### config.mk
export PLATFORM = sky130hd
export DESIGN_NAME = slot_pool_allocator
export DESIGN_NICKNAME = d
export VERILOG_FILES = /design/src/spa_pkg.sv /design/src/spa_front.sv /design/src/spa_queue.sv /design/src/spa_back.sv /design/src/slot_pool_allocator.sv
export SDC_FILE = /design/constraint.sdc
export NUM_CORES = 2
export LEC_CHECK = 0
export BUFFER_PORTS_ARGS = -buffer_cell sky130_fd_sc_hd__buf_4
export CAP_MARGIN = 25
export CORE_UTILIZATION = 30
export DETAILED_ROUTE_END_ITERATION = 8
export REMOVE_ABC_BUFFERS = 1
export SETUP_SLACK_MARGIN = 0.3
export SYNTH_ARGS = -nofsm -noshare
export SYNTH_HDL_FRONTEND = slang
export SYNTH_SLANG_ARGS = --single-unit
### constraint.sdc
create_clock -name clk -period 14.49 [get_ports clk]
set_clock_uncertainty 0.05 [all_clocks]
set_input_delay 0.7245 -clock clk [delete_from_list [all_inputs] [get_ports clk]]
set_output_delay 0.7245 -clock clk [all_outputs]
set_load 0.05 [all_outputs]
### src/spa_pkg.sv
// Shared types and constants for the slot pool allocator.
`default_nettype none
package spa_pkg;

    localparam int INDEX_W = 12;
    localparam int DATA_W  = 64;
    localparam int COUNT_W = 13;

    localparam int QUEUE_DEPTH = 2;
    localparam int QPTR_W      = $clog2(QUEUE_DEPTH);
    localparam int QCNT_W      = $clog2(QUEUE_DEPTH + 1);

    localparam logic [1:0] OP_ADD  = 2'd0;
    localparam logic [1:0] OP_READ = 2'd1;
    localparam logic [1:0] OP_FREE = 2'd2;
    localparam logic [1:0] OP_NOP  = 2'd3;

    localparam logic [1:0] ST_OK       = 2'd0;
    localparam logic [1:0] ST_FULL     = 2'd1;
    localparam logic [1:0] ST_RANGE    = 2'd2;
    localparam logic [1:0] ST_OVERFLOW = 2'd3;

    typedef enum logic [2:0] {
        K_NOP,
        K_ADD,
        K_READ,
        K_FREE,
        K_RANGE
    } kind_t;

    typedef struct packed {
        kind_t                kind;
        logic [INDEX_W-1:0]   idx;
        logic [DATA_W-1:0]    data;
        logic                 has_data;
    } item_t;

endpackage
`default_nettype wire

### src/spa_front.sv
// Front end: decodes the opcode and range-checks the slot index of reads and frees.
`default_nettype none
module spa_front #(
    parameter int SLOTS = 16
) (
    input  wire logic [1:0]                 op,
    input  wire logic [spa_pkg::INDEX_W-1:0] slot_index,
    input  wire logic [spa_pkg::DATA_W-1:0]  slot_data,
    input  wire logic                       has_data,
    output spa_pkg::item_t                  item
);

    logic in_range;

    assign in_range = {1'b0, slot_index} < (spa_pkg::INDEX_W + 1)'(SLOTS);

    always_comb
    begin
        item.idx      = slot_index;
        item.data     = slot_data;
        item.has_data = has_data;
        unique case (op)
            spa_pkg::OP_ADD:  item.kind = spa_pkg::K_ADD;
            spa_pkg::OP_READ: item.kind = in_range ? spa_pkg::K_READ : spa_pkg::K_RANGE;
            spa_pkg::OP_FREE: item.kind = in_range ? spa_pkg::K_FREE : spa_pkg::K_RANGE;
            default:          item.kind = spa_pkg::K_NOP;
        endcase
    end

endmodule
`default_nettype wire

### src/spa_queue.sv
// Short FIFO of decoded items between the front end and the back end.
`default_nettype none
module spa_queue (
    input  wire logic           clk,
    input  wire logic           rst_n,
    input  wire logic           push,
    input  spa_pkg::item_t      push_item,
    output logic                not_full,
    input  wire logic           pop,
    output logic                not_empty,
    output spa_pkg::item_t      head_item
);

    spa_pkg::item_t                 mem [spa_pkg::QUEUE_DEPTH];
    logic [spa_pkg::QPTR_W-1:0]     wr_ptr_reg, wr_ptr_next;
    logic [spa_pkg::QPTR_W-1:0]     rd_ptr_reg, rd_ptr_next;
    logic [spa_pkg::QCNT_W-1:0]     count_reg, count_next;

    assign not_full  = count_reg != spa_pkg::QCNT_W'(spa_pkg::QUEUE_DEPTH);
    assign not_empty = count_reg != '0;
    assign head_item = mem[rd_ptr_reg];

    always_comb
    begin
        wr_ptr_next = wr_ptr_reg;
        rd_ptr_next = rd_ptr_reg;
        count_next  = count_reg;
        if (push)
        begin
            wr_ptr_next = (wr_ptr_reg == spa_pkg::QPTR_W'(spa_pkg::QUEUE_DEPTH - 1))
                        ? '0 : wr_ptr_reg + 1'b1;
        end
        if (pop)
        begin
            rd_ptr_next = (rd_ptr_reg == spa_pkg::QPTR_W'(spa_pkg::QUEUE_DEPTH - 1))
                        ? '0 : rd_ptr_reg + 1'b1;
        end
        if (push && !pop)
            count_next = count_reg + 1'b1;
        else if (pop && !push)
            count_next = count_reg - 1'b1;
    end

    always_ff @(posedge clk or negedge rst_n)
    begin
        if (!rst_n)
        begin
            wr_ptr_reg <= '0;
            rd_ptr_reg <= '0;
            count_reg  <= '0;
        end
        else
        begin
            wr_ptr_reg <= wr_ptr_next;
            rd_ptr_reg <= rd_ptr_next;
            count_reg  <= count_next;
        end
    end

    always_ff @(posedge clk)
    begin
        if (push)
            mem[wr_ptr_reg] <= push_item;
    end

endmodule
`default_nettype wire

### src/spa_back.sv
// Back end: free-index stack, slot store, counters and the result register.
`default_nettype none
module spa_back #(
    parameter int SLOTS      = 16,
    parameter int SLOT_WIDTH = 64
) (
    input  wire logic                        clk,
    input  wire logic                        rst_n,
    input  wire logic                        q_valid,
    input  spa_pkg::item_t                   q_item,
    output logic                             q_pop,
    output logic                             out_valid,
    input  wire logic                        out_ready,
    output logic [1:0]                       status,
    output logic [spa_pkg::INDEX_W-1:0]      given_index,
    output logic [spa_pkg::DATA_W-1:0]       read_data,
    output logic [spa_pkg::COUNT_W-1:0]      in_use_count
);

    localparam int IDX_W = $clog2(SLOTS);
    localparam int CNT_W = $clog2(SLOTS + 1);

    typedef enum logic [1:0] {
        S_CLEAR,
        S_IDLE,
        S_POP_WAIT,
        S_READ_WAIT
    } state_t;

    logic [SLOT_WIDTH-1:0] slot_mem  [SLOTS];
    logic [IDX_W-1:0]      stack_mem [SLOTS];

    state_t                state_reg, state_next;
    logic [CNT_W-1:0]      depth_reg, depth_next;
    logic [CNT_W-1:0]      fresh_reg, fresh_next;
    logic [CNT_W-1:0]      used_reg, used_next;
    logic [IDX_W-1:0]      clr_reg, clr_next;
    logic [SLOT_WIDTH-1:0] wdata_reg, wdata_next;

    logic                        out_valid_reg, out_valid_next;
    logic [1:0]                  status_reg, status_next;
    logic [spa_pkg::INDEX_W-1:0] given_reg, given_next;
    logic [spa_pkg::DATA_W-1:0]  rdata_reg, rdata_next;
    logic [spa_pkg::COUNT_W-1:0] count_reg, count_next;

    logic [SLOT_WIDTH-1:0] store_rdata_reg;
    logic [IDX_W-1:0]      stack_rdata_reg;

    logic                  take;
    logic                  res_valid;
    logic                  store_we, store_re, stack_we, stack_re;
    logic [IDX_W-1:0]      store_addr;
    logic [SLOT_WIDTH-1:0] store_wdata;
    logic [IDX_W-1:0]      idx_s;
    logic [SLOT_WIDTH-1:0] add_word;

    assign idx_s    = q_item.idx[IDX_W-1:0];
    assign add_word = q_item.has_data ? q_item.data[SLOT_WIDTH-1:0] : '0;
    assign take     = (state_reg == S_IDLE) && q_valid && (!out_valid_reg || out_ready);
    assign q_pop    = take;

    always_comb
    begin
        state_next  = state_reg;
        depth_next  = depth_reg;
        fresh_next  = fresh_reg;
        used_next   = used_reg;
        clr_next    = clr_reg;
        wdata_next  = wdata_reg;
        res_valid   = 1'b0;
        status_next = spa_pkg::ST_OK;
        given_next  = '0;
        rdata_next  = '0;
        store_we    = 1'b0;
        store_re    = 1'b0;
        stack_we    = 1'b0;
        stack_re    = 1'b0;
        store_addr  = idx_s;
        store_wdata = '0;

        unique case (state_reg)
            S_CLEAR:
            begin
                // zero the slot store once after reset, one entry per cycle
                store_we    = 1'b1;
                store_addr  = clr_reg;
                store_wdata = '0;
                if (clr_reg == IDX_W'(SLOTS - 1))
                    state_next = S_IDLE;
                else
                    clr_next = clr_reg + 1'b1;
            end
            S_IDLE:
            begin
                if (take)
                begin
                    unique case (q_item.kind)
                        spa_pkg::K_ADD:
                        begin
                            if (depth_reg != '0)
                            begin
                                stack_re   = 1'b1;
                                wdata_next = add_word;
                                state_next = S_POP_WAIT;
                            end
                            else if (fresh_reg < CNT_W'(SLOTS))
                            begin
                                store_we    = 1'b1;
                                store_addr  = fresh_reg[IDX_W-1:0];
                                store_wdata = add_word;
                                fresh_next  = fresh_reg + 1'b1;
                                used_next   = used_reg + 1'b1;
                                given_next  = spa_pkg::INDEX_W'(fresh_reg);
                                res_valid   = 1'b1;
                            end
                            else
                            begin
                                status_next = spa_pkg::ST_FULL;
                                res_valid   = 1'b1;
                            end
                        end
                        spa_pkg::K_READ:
                        begin
                            store_re   = 1'b1;
                            state_next = S_READ_WAIT;
                        end
                        spa_pkg::K_FREE:
                        begin
                            if (depth_reg >= fresh_reg)
                            begin
                                status_next = spa_pkg::ST_OVERFLOW;
                            end
                            else
                            begin
                                stack_we   = 1'b1;
                                store_we   = 1'b1;
                                depth_next = depth_reg + 1'b1;
                                if (used_reg != '0)
                                    used_next = used_reg - 1'b1;
                            end
                            res_valid = 1'b1;
                        end
                        spa_pkg::K_RANGE:
                        begin
                            status_next = spa_pkg::ST_RANGE;
                            res_valid   = 1'b1;
                        end
                        default:
                        begin
                            res_valid = 1'b1;
                        end
                    endcase
                end
            end
            S_POP_WAIT:
            begin
                store_we    = 1'b1;
                store_addr  = stack_rdata_reg;
                store_wdata = wdata_reg;
                depth_next  = depth_reg - 1'b1;
                used_next   = used_reg + 1'b1;
                given_next  = spa_pkg::INDEX_W'(stack_rdata_reg);
                res_valid   = 1'b1;
                state_next  = S_IDLE;
            end
            S_READ_WAIT:
            begin
                rdata_next = spa_pkg::DATA_W'(store_rdata_reg);
                res_valid  = 1'b1;
                state_next = S_IDLE;
            end
            default:
            begin
                state_next = S_IDLE;
            end
        endcase

        count_next     = spa_pkg::COUNT_W'(used_next);
        out_valid_next = res_valid ? 1'b1 : (out_ready ? 1'b0 : out_valid_reg);
    end

    always_ff @(posedge clk or negedge rst_n)
    begin
        if (!rst_n)
        begin
            state_reg     <= S_CLEAR;
            depth_reg     <= '0;
            fresh_reg     <= '0;
            used_reg      <= '0;
            clr_reg       <= '0;
            out_valid_reg <= 1'b0;
        end
        else
        begin
            state_reg     <= state_next;
            depth_reg     <= depth_next;
            fresh_reg     <= fresh_next;
            used_reg      <= used_next;
            clr_reg       <= clr_next;
            out_valid_reg <= out_valid_next;
        end
    end

    always_ff @(posedge clk)
    begin
        wdata_reg <= wdata_next;
        if (res_valid)
        begin
            status_reg <= status_next;
            given_reg  <= given_next;
            rdata_reg  <= rdata_next;
            count_reg  <= count_next;
        end
    end

    always_ff @(posedge clk)
    begin
        if (store_we)
            slot_mem[store_addr] <= store_wdata;
        if (store_re)
            store_rdata_reg <= slot_mem[idx_s];
    end

    always_ff @(posedge clk)
    begin
        if (stack_we)
            stack_mem[depth_reg[IDX_W-1:0]] <= idx_s;
        if (stack_re)
            stack_rdata_reg <= stack_mem[IDX_W'(depth_reg - 1'b1)];
    end

    assign out_valid    = out_valid_reg;
    assign status       = status_reg;
    assign given_index  = given_reg;
    assign read_data    = rdata_reg;
    assign in_use_count = count_reg;

`ifndef SYNTHESIS
    a_count_balance: assert property (@(posedge clk) disable iff (!rst_n)
        (used_reg + depth_reg) == fresh_reg)
        else $error("used count plus free stack depth differs from fresh counter");

    a_fresh_bound: assert property (@(posedge clk) disable iff (!rst_n)
        fresh_reg <= CNT_W'(SLOTS))
        else $error("fresh counter beyond pool size");

    a_busy_output_free: assert property (@(posedge clk) disable iff (!rst_n)
        (state_reg != S_IDLE) |-> !out_valid_reg)
        else $error("multi-cycle item running while a result waits");

    a_wait_completes: assert property (@(posedge clk) disable iff (!rst_n)
        ((state_reg == S_POP_WAIT) || (state_reg == S_READ_WAIT))
        |=> out_valid_reg && (state_reg == S_IDLE))
        else $error("wait state did not deliver its result");
`endif

endmodule
`default_nettype wire

### src/slot_pool_allocator.sv
// Slot pool allocator: free-index stack and slot store behind an item queue.
//
// Input channel (in_valid/in_ready) carries op, slot_index, slot_data and
// has_data; output channel (out_valid/out_ready) returns one result per item:
// status, given_index, read_data and in_use_count.
// An accepted item lands in a two-entry queue; the back end takes it once it
// is idle and its result register is free or being read. No-op, free, range
// errors, full pool and adds of never-used indices register their result in
// the cycle they are taken; reads and adds that reuse a freed index first pass
// a wait state for the registered read of the slot store or of the free stack.
// Sustained rate: 1 item per cycle for single-step items while out_ready stays
// high; the back end handles one item at a time.
// Reset clears the counters and out_valid, then the back end zeroes the slot
// store entry by entry; up to two items queue up meanwhile and in_ready drops
// until the clearing pass ends.
// When the receiver stalls, the result register holds, the back end stops,
// the queue fills with up to two items and then in_ready drops.
`default_nettype none
module slot_pool_allocator #(
    parameter int SLOTS      = 16,
    parameter int SLOT_WIDTH = 64
) (
    input  wire logic                          clk,
    input  wire logic                          rst_n,
    input  wire logic                          in_valid,
    output logic                               in_ready,
    input  wire logic [1:0]                    op,
    input  wire logic [spa_pkg::INDEX_W-1:0]   slot_index,
    input  wire logic [spa_pkg::DATA_W-1:0]    slot_data,
    input  wire logic                          has_data,
    output logic                               out_valid,
    input  wire logic                          out_ready,
    output logic [1:0]                         status,
    output logic [spa_pkg::INDEX_W-1:0]        given_index,
    output logic [spa_pkg::DATA_W-1:0]         read_data,
    output logic [spa_pkg::COUNT_W-1:0]        in_use_count
);

    spa_pkg::item_t front_item;
    spa_pkg::item_t head_item;
    logic           q_not_full;
    logic           q_not_empty;
    logic           q_pop;

    assign in_ready = q_not_full;

    spa_front #(
        .SLOTS      (SLOTS)
    ) u_front (
        .op         (op),
        .slot_index (slot_index),
        .slot_data  (slot_data),
        .has_data   (has_data),
        .item       (front_item)
    );

    spa_queue u_queue (
        .clk        (clk),
        .rst_n      (rst_n),
        .push       (in_valid && q_not_full),
        .push_item  (front_item),
        .not_full   (q_not_full),
        .pop        (q_pop),
        .not_empty  (q_not_empty),
        .head_item  (head_item)
    );

    spa_back #(
        .SLOTS        (SLOTS),
        .SLOT_WIDTH   (SLOT_WIDTH)
    ) u_back (
        .clk          (clk),
        .rst_n        (rst_n),
        .q_valid      (q_not_empty),
        .q_item       (head_item),
        .q_pop        (q_pop),
        .out_valid    (out_valid),
        .out_ready    (out_ready),
        .status       (status),
        .given_index  (given_index),
        .read_data    (read_data),
        .in_use_count (in_use_count)
    );

endmodule
`default_nettype wire

---- Word-level counts from Yosys, hierarchy flattened ----
Memories as Yosys holds them, arrays and structs flattened. A register that Yosys moved wholly into a read port is not among the register bits.
Cells that the tools add are included.
cells by class
  bitwise operators ....................... 2
  shifts and indexed selects .............. 0
  add/sub/neg operators ................... 10
  multiplexer cells ....................... 71
  multiply operators ...................... 0
  reduce and logical (&&, ||, !) cells .... 25
  $lt $le $gt $ge ......................... 3
  divide/modulo/power cells ............... 0
  equal/unequal tests ..................... 17
operators by type and width
  cell                                                                           count
  64-bit 2-to-1 mux                                                              5
  64-bit one-hot mux with 2 select lines                                         1
  5-bit 2-to-1 mux                                                               9
  12-bit 2-to-1 mux                                                              3
  5-bit one-hot mux with 2 select lines                                          3
  1-bit 2-to-1 mux                                                               27
  12-bit one-hot mux with 2 select lines                                         1
  4-bit 2-to-1 mux                                                               4
  5-bit by 1-bit adder with 5-bit output, second input constant                  3
  2-bit 2-to-1 mux                                                               7
  12-bit by 5-bit less-than comparator with 1-bit output, second input constant  1
  2-bit one-hot mux with 3 select lines                                          2
  4-bit one-hot mux with 3 select lines                                          1
  4-bit AND reduction                                                            3
  5-bit nonzero test                                                             2
  5-bit by 1-bit subtractor with 5-bit output, second input constant             2
  3-bit one-hot mux with 3 select lines                                          1
  2-bit != test, second input constant                                           4
  1-bit one-hot mux with 2 select lines                                          4
  2-bit nonzero test                                                             4
  2-bit == test, second input constant                                           3
  3-bit by 2-bit == test with 1-bit output, second input constant                2
  3-bit 2-to-1 mux                                                               2
  3-bit != test, second input constant                                           2
  20 further kinds                                                               32
word-level totals
  memories kept ........................... 3
  ROM bits ................................ 0
  bits of input ports ..................... 83
  word-level logic and storage cells ...... 145
  register bits ........................... 173
  output and inout bits ................... 93
  bits in latches ......................... 0
  memory bits (writable) .................. 1248
memories
  memory            words  bits a word  rd ports  clocked after Yosys merged registers in  wr ports  line             source
  u_back.slot_mem   16     64           1         1                                        1         spa_back.sv:30   logic [SLOT_WIDTH-1:0] slot_mem [SLOTS];
  u_queue.mem       2      80           1         0                                        1         spa_queue.sv:14  spa_pkg::item_t mem [spa_pkg::QUEUE_DEPTH];
  u_back.stack_mem  16     4            1         1                                        1         spa_back.sv:31   logic [IDX_W-1:0] stack_mem [SLOTS];

---- Depth between registers and ports, before layout ----
  depth after elaboration ................. 8
  depth in mapped cells ................... 11
  gate-level depth less buffers ........... 9

---- Cells and area by module ----
From an unflattened synthesis, not the netlist that was laid out.
unflattened totals
  cells, all modules ...................... 2724
  area, all modules ....................... 58068.2 µm²
modules (own cells, without submodules)
  module               sequential area each (µm²)  cells an instance  area each (µm²)  instances
  spa_back             39437.8                     2374               51066.5          1
  spa_queue            4904.7                      265                6362.4           1
  spa_front            0.0                         84                 633.1            1
  slot_pool_allocator  0.0                         1                  6.3              1

---- Worst setup path before layout ----
No wires, ideal clock.
  path type ............................... register -> register
  start ................................... reg u_back.depth_reg[0]
  end ..................................... mem u_back.slot_mem[1][0] (enable)
  arrival time ............................ 7225 ps
  stages on the path, launching flop included .. 10
  path slack .............................. 6634 ps
  library setup time ...................... 581 ps
  data required time ...................... 13859 ps
  clock period less this slack ............ 7856 ps
  path buffers ............................ 1
  cell sequence ........................... dfrtp_1 -> clkbuf_1 -> inv_1 -> ha_1 -> or4b_2 -> nor3_1 -> a21boi_0 -> o21ai_2 -> nand4bb_4 -> a211oi_1
on the way
  longest elaborated chain between the ends .. 7
  elaborated cells between the ends (all ways) .. 13
  those cells by class .................... order compare: 1; mux: 11; reduce/logical: 1
RTL lines
  what                                                                            line                              source
  from (decl)                                                                     spa_back.sv:34                    logic [CNT_W-1:0] depth_reg, depth_next;
  from (signal assigned)                                                          spa_back.sv:196                   depth_reg <= depth_next;
  5-bit greater-or-equal comparator / 5-bit nonzero test (equally long branches)  spa_back.sv:129, spa_back.sv:100
  1-bit 2-to-1 mux, on equally long branches                                      spa_back.sv:129, spa_back.sv:100
  1-bit one-hot mux with 2 select lines                                           spa_back.sv:97                    unique case (q_item.kind)
  1-bit 2-to-1 mux                                                                spa_back.sv:95                    if (take)
  1-bit one-hot mux with 2 select lines                                           spa_back.sv:81                    unique case (state_reg)
  1-bit 2-to-1 mux                                                                spa_back.sv:218                   if (store_we)
  1-bit 2-to-1 mux (implied by the code)                                          spa_back.sv:219                   slot_mem[store_addr] <= store_wdata;
  to (decl)                                                                       spa_back.sv:30
Parallel ways exist; a longest one is shown, timed or not.

---- Worst setup path in the final report ----
  start ................................... reg u_back.depth_reg[0]
  end ..................................... mem u_back.slot_mem[7][6] (enable)
The elaborated chain is that of the path after synthesis.

==> qor.csv <==
metric,value,unit
status,"finished, violations left",
failed_checks,DRC,
wirelength,134.5,mm
fin_crit_sh,0.3802,
timing.rr.start,u_back.depth_reg[0]$_DFFE_PN0P_,
final_antenna_net_count,0,
cts_buffers,146,
drive_above_1_share,0.2333,
top_regs,"u_back.slot_mem x1024, u_queue.mem x144",
dieArea,190600,um2
tightest_slew,1058,ps
max_stage_delay,940,ps
worst_path_most_repeated_cell,buf_4,
start_util,0.3020,
synth_ff_type,edfxtp_1,
largest_reg_flops,1024,
io_buffers,159,
root_buffer,clkbuf_16,
r2r_cells,10,
ys_seq_area_frac,0.7742,
cts_max_level,4,
hold_viol,0,
num_rows,159,
grt_pass1_vias,28750,
muxShareOfSynthArea,0.1234,
drt_iter0_drc,2572,
cts_sinks,1465,
die_w,436.6,um
slew_viol_final,0,
drc_errors,4,
synth_top_family_by_area,multiplexers,
clockBufferDepth,3,
cp_num_cells,10,
cpLargestDelayFamily,simple AND/OR/NAND/NOR gates,
grt_pass1_wl,196.6,mm
post-cts-setup-buffer-count,0,
cts_tree,yes,
synthAdderAreaFrac,0.004196,
p_leak,20.54,nW
hold_depth,1,
multi_input_area,12260,um2
grt-ovfl-total,0,
dp_hpwl,73.26,mm
fin_area,65730,um2
wl_per_cell,23.44,um
min_to,u_queue.mem[1][35]$_DFFE_PP_,
critPathArrivalTime,5850,ps
ctsResizeCount,0,
max_cap_violations,0,
r2r-end,u_back.slot_mem[7][6]$_DFFE_PP_,
drtPass1Iterations,7,
path_class,reg -> reg,
gp_congestion,0.7626,
worstSetupStartpointType,register,
path_clk_slew,60,ps
pwr_density_cell,192.0,nW/um2
route.vias.total,27570,
grt_usage,0.1404,
rsz0062_at_grt,no,
core-area,187600,um2
layout.cells.non_filler,5739,
crit_start,u_back.depth_reg[0]$_DFFE_PN0P_,
seqCellArea,43870,um2
fin_setup_tns,0,ps
antenna_found_initial,14,
viasPerCell,4.804,
synthArstFlopShare,0.01775,
syn_area_per_cell,19.46,um2
finalSetupViolations,0,
place_area,60920,um2
min_path_type,in -> reg,
ys_ff_latch,1465,
slew_headroom,0.2930,
largest-register,u_back.slot_mem,
worst_hold_startpoint,slot_data[34],
worst_ep_required_time,14830,ps
cpMaxStageDelayCell,nor2_4,
period_minus_slack,5510,ps
path_cells,"buf_4, inv_1, ha_1, or4b_2, nor3_1, a21boi_1, o21ai_1, nand3_1, nor2_4, buf_4",
die_y,436.6,um
synth.cell_area,56660,um2
synth-simple-area-share,0.05494,
nNetsFinal,3226,
timing.hold.ws,76.35,ps
max_clock_freq,181.5,MHz
n_fill_cell,17410,
area_growth,16.01,%
grt_max_degree,96,
pin_count,176,
cp-end-kind,register,
synthCells,2912,
crit_fanout,44,
synth_xor_area_frac,0.002937,
r2r_slack,8980,ps
cts_hold_buf,1,
path_buf_inv,3,
dpl.cell_count,5458,
synth-edff-count,1439,
yosysWarnings,0,
ir_drop,0.1376,mV
worstSkewPairLatency,790,ps
synth-compound-area-share,0.02526,
synth_cell_type_count,61,
## cell usage after synthesis (all sizes together), types with 8 or more instances
cell	count	area, um2
nand3	12	60.06
dfrtp	26	650.6
inv	19	71.32
ha	19	237.7
buf	75	407.9
mux4	276	6216
a31oi	71	444.2
xor2	8	70.07
xnor2	11	96.34
and3	67	419.2
mux2i	72	720.7
and2	71	444.2
edfxtp	1439	43210
nand2	282	1059
o21ai	20	103.9
nor2b	76	475.5
a21oi	21	105.1
a22oi	66	495.5
clkbuf	99	371.6
nor2	112	422.9
nor3	10	50.05
## through the flow
stage / worst slack, ps / power (mW) / util
after floorplan: -16490 / 8.496 / -
after global placement: 9086 / 9.024 / 0.3245
after detailed placement: 9018 / 9.059 / 0.3247
after CTS: 8931 / 12.78 / 0.3496
after global routing: 8658 / 13.15 / 0.3503
final: 8980 / 12.62 / 0.3504
## power breakdown
group / internal (mW) / switching [mW] / leakage, nW
registers: 5.31 / 0.187 / 12.7
clock network: 2.11 / 1.61 / 2.29
logic: 1.25 / 2.16 / 5.51
## cell usage in the layout (no fill, tap or decap), types with 10 or more instances in the layout
| cell type | instances |
|---|---|
| clkbuf_16 | 149 |
| nor2b_1 | 71 |
| nor2_1 | 103 |
| and2_1 | 67 |
| ha_1 | 16 |
| xnor2_1 | 11 |
| a21oi_1 | 20 |
| dfrtp_1 | 25 |
| nand3_1 | 12 |
| conb_1 | 16 |
| a31oi_1 | 71 |
| clkinv_1 | 20 |
| bufinv_16 | 11 |
| mux2i_1 | 68 |
| clkinv_2 | 31 |
| nor3_1 | 10 |
| inv_1 | 17 |
| a22oi_1 | 66 |
| buf_4 | 219 |
| mux4_2 | 276 |
| nand2_1 | 282 |
| clkbuf_1 | 32 |
| edfxtp_1 | 1439 |
| and3_1 | 66 |
| o21ai_0 | 17 |
## worst max path at each step
| stage | slack [ps] | to |
|---|---|---|
| 2_1_floorplan | -16490 | u_back.stack_mem[0][0]$_DFFE_PP_ |
| 3_3_place_gp | 9090 | u_back.slot_mem[7][52]$_DFFE_PP_ |
| 4_1_cts | 8930 | u_back.slot_mem[7][6]$_DFFE_PP_ |
| 3_5_place_dp | 9020 | u_back.slot_mem[7][52]$_DFFE_PP_ |
| 5_1_grt | 8660 | u_back.slot_mem[7][59]$_DFFE_PP_ |
| 6_report | 8980 | u_back.slot_mem[7][6]$_DFFE_PP_ |
## layout make-up
class | count | share of cell area
Antenna cell | 4 | 0.0001523
Clock buffer | 184 | 0.05918
Clock inverter | 80 | 0.01176
Inverter | 19 | 0.001180
Multi-Input combinational cell | 1269 | 0.1865
Sequential cell | 1465 | 0.6674
Tap cell | 2495 | 0.04749
Timing Repair Buffer | 223 | 0.02642
## routing by layer
layer | wire, um | global-route usage | vias up | share of wire
met1 | 55430 | 0.1787 | 14580 | 0.41
met3 | 6981 | 0.02411 | 192 | 0.052
met2 | 69140 | 0.2437 | 763 | 0.51
met5 | 99 | 0 | - | 0.00074
li1 | - | - | 12020 | -
met4 | 2882 | 0.04182 | 18 | 0.021
## cell families (layout without fill, tap and decap cells)
family,after synthesis,count (layout)
flip-flops,1465,1465
AND/OR/NAND/NOR,652,652
multiplexers,353,353
AO/OA/AOI/OAI,210,210
buffers and inverters,193,506
adder cells (fa/ha/maj),19,19
XOR/XNOR,19,19
other,1,20
(Power assumes the default switching activity.)
